[config.mk]
export PLATFORM = sky130hd
export DESIGN_NAME = blw_div
export DESIGN_NICKNAME = d
export VERILOG_FILES = /design/src/rtl/core/blw_pkg.sv /design/src/rtl/core/blw_div.sv
export SDC_FILE = /design/constraint.sdc
export NUM_CORES = 1
export LEC_CHECK = 0
export BUFFER_PORTS_ARGS = -buffer_cell sky130_fd_sc_hd__buf_2
export CAP_MARGIN = 0
export CORE_MARGIN = 2
export CORE_UTILIZATION = 40
export DETAILED_ROUTE_END_ITERATION = 10
export PLACE_DENSITY_LB_ADDON = 0.05
export SLEW_MARGIN = 25
export SYNTH_ARGS = -nofsm -noshare
export SYNTH_HDL_FRONTEND = slang
export SYNTH_SLANG_ARGS = --single-unit
[constraint.sdc]
create_clock -name i_clk -period 2.9 [get_ports i_clk]
set_input_delay 0.87 -clock i_clk [delete_from_list [all_inputs] [get_ports i_clk]]
set_output_delay 0.87 -clock i_clk [all_outputs]
set_load 0.05 [all_outputs]
[src/rtl/core/blw_pkg.sv]
// ----------------------------------------------------------------------------
// blw_pkg
// shared types and constants of the breakpoint linear wavetable core
// ----------------------------------------------------------------------------
package blw_pkg;

    // shared divider: dividend and divisor widths
    localparam int DIV_W = 50;
    localparam int DVS_W = 34;

    // request commands
    localparam logic [1:0] CMD_LOAD   = 2'd0;
    localparam logic [1:0] CMD_BUILD  = 2'd1;
    localparam logic [1:0] CMD_READ   = 2'd2;
    localparam logic [1:0] CMD_UNUSED = 2'd3;

    // configuration register indexes
    localparam logic [1:0] CFG_SIZE    = 2'd0;
    localparam logic [1:0] CFG_OFFSET  = 2'd1;
    localparam logic [1:0] CFG_RESCALE = 2'd2;

    localparam logic [15:0] DEFAULT_SIZE = 16'd512;

    typedef enum logic [4:0] {
        S_CLEAR,
        S_IDLE,
        S_RD_ADDR,
        S_RD_OUT,
        S_BP0,
        S_BP0_W,
        S_SEG,
        S_LEN_W,
        S_AMP_W,
        S_ELEM,
        S_SDIV,
        S_SWAIT,
        S_SWR,
        S_PK_RD,
        S_PK_W,
        S_NM_RD,
        S_NM_W,
        S_NM_WAIT,
        S_NM_WR
    } t_state;

    typedef struct packed {
        logic busy;
        logic done;
    } t_div_stat;

endpackage

[src/rtl/core/blw_div.sv]
// ----------------------------------------------------------------------------
// blw_div
// restoring unsigned divider, one quotient bit per cycle
// ----------------------------------------------------------------------------
module blw_div (
    input  logic                       i_clk,
    input  logic                       i_rst_n,
    input  logic                       i_start,
    input  logic [blw_pkg::DIV_W-1:0]  i_dividend,
    input  logic [blw_pkg::DVS_W-1:0]  i_divisor,
    output logic [blw_pkg::DIV_W-1:0]  o_quotient,
    output blw_pkg::t_div_stat         o_stat
);
    import blw_pkg::*;

    localparam int CNW = $clog2(DIV_W + 1);

    logic             r_busy;
    logic             r_done;
    logic [CNW-1:0]   r_cnt;
    logic [DVS_W-1:0] r_rem;
    logic [DVS_W-1:0] r_dvs;
    logic [DIV_W-1:0] r_quo;

    logic [DVS_W:0]   trial;
    logic             fits;
    logic [DVS_W:0]   diff;

    always_comb begin
        trial = {r_rem, r_quo[DIV_W-1]};
        fits  = (trial >= {1'b0, r_dvs});
        diff  = trial - {1'b0, r_dvs};
    end

    always_ff @(posedge i_clk) begin
        if (!i_rst_n) begin
            r_busy <= 1'b0;
            r_done <= 1'b0;
            r_cnt  <= '0;
        end else begin
            r_done <= 1'b0;
            if (i_start) begin
                r_busy <= 1'b1;
                r_cnt  <= CNW'(DIV_W - 1);
            end else if (r_busy) begin
                r_cnt <= r_cnt - 1'b1;
                if (r_cnt == '0) begin
                    r_busy <= 1'b0;
                    r_done <= 1'b1;
                end
            end
        end
    end

    always_ff @(posedge i_clk) begin
        if (i_start) begin
            r_rem <= '0;
            r_dvs <= i_divisor;
            r_quo <= i_dividend;
        end else if (r_busy) begin
            r_rem <= fits ? diff[DVS_W-1:0] : trial[DVS_W-1:0];
            r_quo <= {r_quo[DIV_W-2:0], fits};
        end
    end

    assign o_quotient  = r_quo;
    assign o_stat.busy = r_busy;
    assign o_stat.done = r_done;

endmodule
# [Word-level counts from Yosys, hierarchy flattened]
# Index checks and enable logic that the tools add are counted.
[op_classes] n_addsub=2 n_lt_le_gt_ge=1 n_mux=9 n_bitwise=2 n_reduce_logical=4
[ops] cell="$mux W50" count=2
[ops] cell="$ge A35 B34 Y1" count=1
[ops] cell="$mux W34" count=1
[ops] cell="$sub A34 B34 Y34" count=1
[ops] cell="$mux W6" count=2
[ops] cell="$logic_not A6 Y1" count=1
[ops] cell="$sub A6 B1 Y6 const B" count=1
[ops] cell="$mux W1" count=4
[ops] cell="$reduce_or A3 Y1" count=1
[ops] cell="$not A1 Y1" count=2
[ops] cell="$reduce_bool A2 Y1" count=1
[ops] cell="$reduce_or A2 Y1" count=1
[word_totals] register_bits=126 input_bits=87 wordCells=25

# [Longest topological paths before layout]
[depth] ltp_word=4 ltp_mapped=12 mapped_depth_nobuf=12

# [Least setup slack after synthesis]
# Ideal clock, no wire load.
[synth_path] kind="register -> register" from="reg r_quo[49] (netlist: o_quotient[49])" to="reg r_rem[22]" setup_ps=86 arrival_time_ps=2891 path_slack_ps=-77 stages_incl_launch_ff=13 path_buffers=0 synth_period_minus_slack_ps=2977 path_cell_list="edfxtp_1 > inv_1 > ha_1 > inv_1 > fa_1 > a21o_1 > a221o_1 > a211oi_1 > o2111ai_1 > a31oi_1 > xnor2_1 > mux2i_1 > a211oi_1"
[synth_via] elab_chain_len=2 word_cells_on_any_way=3
[synth_rtl] item="start: declaration" line="blw_div.sv:23" rtl="logic [DIV_W-1:0] r_quo;"
[synth_rtl] item="start signal: assignment" line="blw_div.sv:59" rtl="r_quo <= i_dividend;"
[synth_rtl] item="start signal: assignment" line="blw_div.sv:62" rtl="r_quo <= {r_quo[DIV_W-2:0], fits};"
[synth_rtl] item="$sub A34 B34 Y34 or $ge A35 B34 Y1 (tied branches)" line="blw_div.sv:32, blw_div.sv:31"
[synth_rtl] item="$mux W34 (*)" line="blw_div.sv:61" rtl="r_rem <= fits ? diff[DVS_W-1:0] : trial[DVS_W-1:0];"
[synth_rtl] item="end signal: assignment" line="blw_div.sv:61"
[synth_rtl] item="end: declaration" line="blw_div.sv:21" rtl="logic [DVS_W-1:0] r_rem;"
# Mark *: on every way between the ends. The rest lies on a longest branch, timed or not.
# A chain may end at the register's enable or synchronous reset.

# [Worst setup path in the final report]
[layout_path] from="reg r_quo[49] (netlist: o_quotient[49])" to="reg r_rem[24]"
# Same word-level chain as after synthesis.

==> flow_metrics.tcl <==
set metrics [dict create \
    holdCritStartpoint "r_rem[10]" \
    clk_pin_slew_ps 70 \
    htreeDepth 4 \
    seq_area_frac_synth 0.477 \
    crit_path_end_kind "flop" \
    synth_edf_count 84 \
    drive_above_1_share 0.349 \
    irDropWorstVdd_v 0.000423 \
    cts_tree "built" \
    seq_power_share 0.367 \
    grt_pass1_wl_mm 28.6 \
    root_buffer "clkbuf_16" \
    crit_type "reg -> reg" \
    ys_ff_latch 126 \
    postLayoutCoreUtil 0.520 \
    core_sq_um 17300 \
    multiInputGateArea_sq_um 3400 \
    track_usage 0.193 \
    hold_viol_final 0 \
    die_h_um 137 \
    dp_hpwl_mm 12.4 \
    worstSkewPairLatency_ps 430 \
    via_per_inst 5.27 \
    initialDrtViolationCount 382 \
    final_nets 972 \
    synth_area_per_cell_sq_um 10.5 \
    holdCritPathClass "reg -> reg" \
    p_comb_frac 0.251 \
    fin_skew_ps 14.9 \
    worstMarginPinSlew_ps 712 \
    clock_power_share 0.382 \
    status "complete, no violations" \
    wl_mm 17.3 \
    route.detailed.drc 0 \
    slowest_stage "edfxtp_1" \
    p_per_area_nw_per_um2 667 \
    crit_required_ps 3240 \
    p_int_uw 4070 \
    dieWidth_um 137 \
    ff2ff_path_depth 12 \
    synth-warning-count 0 \
    start_util 0.408 \
    grt_antenna_before_repair 1 \
    setup_viol 0 \
    final_max_slew_viol_count 0 \
    cp.arrival_ps 3150 \
    ant_nets 0 \
    reg2reg_to "r_rem[24]" \
    fp-row-count 48 \
    syn_nets 795 \
    switching_share 0.321 \
    min_to "r_rem[11]" \
    grt_max_degree 68 \
    critPathMaxFanout 3 \
    cts.sinks 126 \
    cp_cell_sequence "inv_1 -> ha_2 -> inv_2 -> fa_2 -> a21o_1 -> a221o_1 -> a211oi_2 -> o21a_1 -> o31a_1 -> xnor2_1 -> nand2_1 -> a311oi_2" \
    seqCellArea_sq_um 3360 \
    clock.fmax_mhz 355 \
    area_delta_synth_final_pct 27.4 \
    yosys.area.top_type "edfxtp_1" \
    rr_startpoint "o_quotient[49]" \
    rsz0062_at_grt "true" \
    gp_congestion 0.830 \
    wl_per_cell_um 16.0 \
    clockBufferDepth 2 \
    cts_buffers 17 \
    die_area_sq_um 18700 \
    ff2ff_setup_slack_ps 80 \
    num-fill-cells 1615 \
    cp_num_buf_inv 2 \
    startpoint_type "flop" \
    synth_ff_type "edfxtp_1" \
    synth_area_sq_um 7060 \
    drt_pass1_iterations 5 \
    grt_overflow 0 \
    route.vias.total 5728 \
    cpPeakStageDelay_ps 380 \
    n_antenna_cell 0 \
    yosysTopAreaCellShare 0.357 \
    synth_common_cells "edfxtp_1 (84), nand2_1 (72), mux2_2 (50), inv_1 (49), nor2_1 (48)" \
    period_share 0.972 \
    fin_area_sq_um 8990 \
    critPathTopFamily "compound AO/OA/AOI/OAI gates" \
    synth_cells 672 \
    min_path_cells 2 \
    synth_most_common_cell "edfxtp_1" \
    placed_area_sq_um 8290 \
    synth_area_leaders "edfxtp_1 (36%), dfxtp_1 (12%), mux2_2 (8.0%)" \
    relSlewSlack 0.526 \
    ys_async_sr_fraction 0 \
    max_cap_violations 0 \
    grt_pass1_vias 5869 \
    boundaryPins 139 \
    io_buffers 138 \
    synth.distinct_cells 65 \
    p_switching_uw 1930 \
    total_leakage_power_uw 0.00380 \
    fin_crit_ps 2820 \
]
## kinds of logic after synthesis
group	Yosys count	synth area share
flip-flops	126	0.477
XOR/XNOR	28	0.0348
buffers and inverters	82	0.0496
multiplexers	54	0.0855
AND/OR/NAND/NOR	183	0.120
AO/OA/AOI/OAI	163	0.169
adder cells (fa/ha/maj)	36	0.0649
## cells in the final DEF (no fill, tap or decap), types with 18 or more instances in the layout
master	Yosys	final
a21oi_1	40	40
a311oi_1	18	18
buf_2	4	137
buf_4	3	50
dfxtp_1	42	41
edfxtp_1	84	84
ha_1	35	31
inv_1	49	48
mux2_2	50	50
nand2_1	72	71
nor2_1	48	48
o21ai_0	24	23
xnor2_1	18	18
## worst min-delay path: cells and delay by family (launching register included)
family             cells  cell delay, ps
DFF                    1             320
and+or+nand+nor        1              60
AOI/OAI and AO/OA      1              80
## metal layers
| metal | track usage | share of wire | vias up |
|---|---|---|---|
| met3 | 0.0619 | 0.064 | 18 |
| met5 | 0 | 0 | - |
| met1 | 0.240 | 0.45 | 2709 |
| met4 | 0.0664 | 0.014 | 0 |
| met2 | 0.318 | 0.47 | 160 |
| li1 | - | - | 2841 |
## sequential cells by signal (all words and copies together), names as in the netlist
| register | count |
|---|---|
| r_dvs | 34 |
| r_busy | 1 |
| r_done | 1 |
| r_rem | 34 |
| o_quotient | 50 |
| r_cnt | 6 |
## metrics by stage
stage	hold WS, ps	cells	setup WS [ps]	total power, uW	setup TNS [ps]
finish	492	1087	81.9	6000	0
detailed placement	482	1050	22.8	3710	0
global placement	477	1050	59.4	3700	0
CTS	494	1082	3.83	6040	0
global route	523	1087	-60.3	6280	-165
floorplan	459	672	-25.7	3260	-40.8
## power by group through the flow
stage          combinational, uW  sequential (uW)  clock (uW)
2_1_floorplan                775             2490           0
4_1_cts                     1490             2200        2350
3_5_place_dp                1480             2230           0
5_1_grt                     1650             2220        2410
6_report                    1510             2200        2290
3_3_place_gp                1470             2230           0
## final cells by class
cell class | instances | area share
clock buffers | 17 | 0.0473
clock inverters | 15 | 0.0217
inverters | 49 | 0.0205
multi-input cells | 464 | 0.378
flip-flops and latches | 126 | 0.374
well taps | 225 | 0.0313
repair buffers | 191 | 0.127
## worst max path at each step
stage,slack [ps],endpoint,start,cells past startpoint
2_1_floorplan,-30,r_rem[22],o_quotient[49],12
3_3_place_gp,60,r_rem[24],o_quotient[49],12
3_5_place_dp,20,r_rem[24],o_quotient[49],12
4_1_cts,4,r_rem[24],o_quotient[49],12
5_1_grt,-60,r_rem[24],o_quotient[49],12
6_report,80,r_rem[24],o_quotient[49],12
## timing repair
item / CTS / global route
gates resized for setup: 1 / 8
setup endpoints to repair: 3 / 19
hold buffers: 0 / 0
pin swaps: 1 / 13
buffers inserted: 0 / 5
Power figures use the tool's default switching activity.
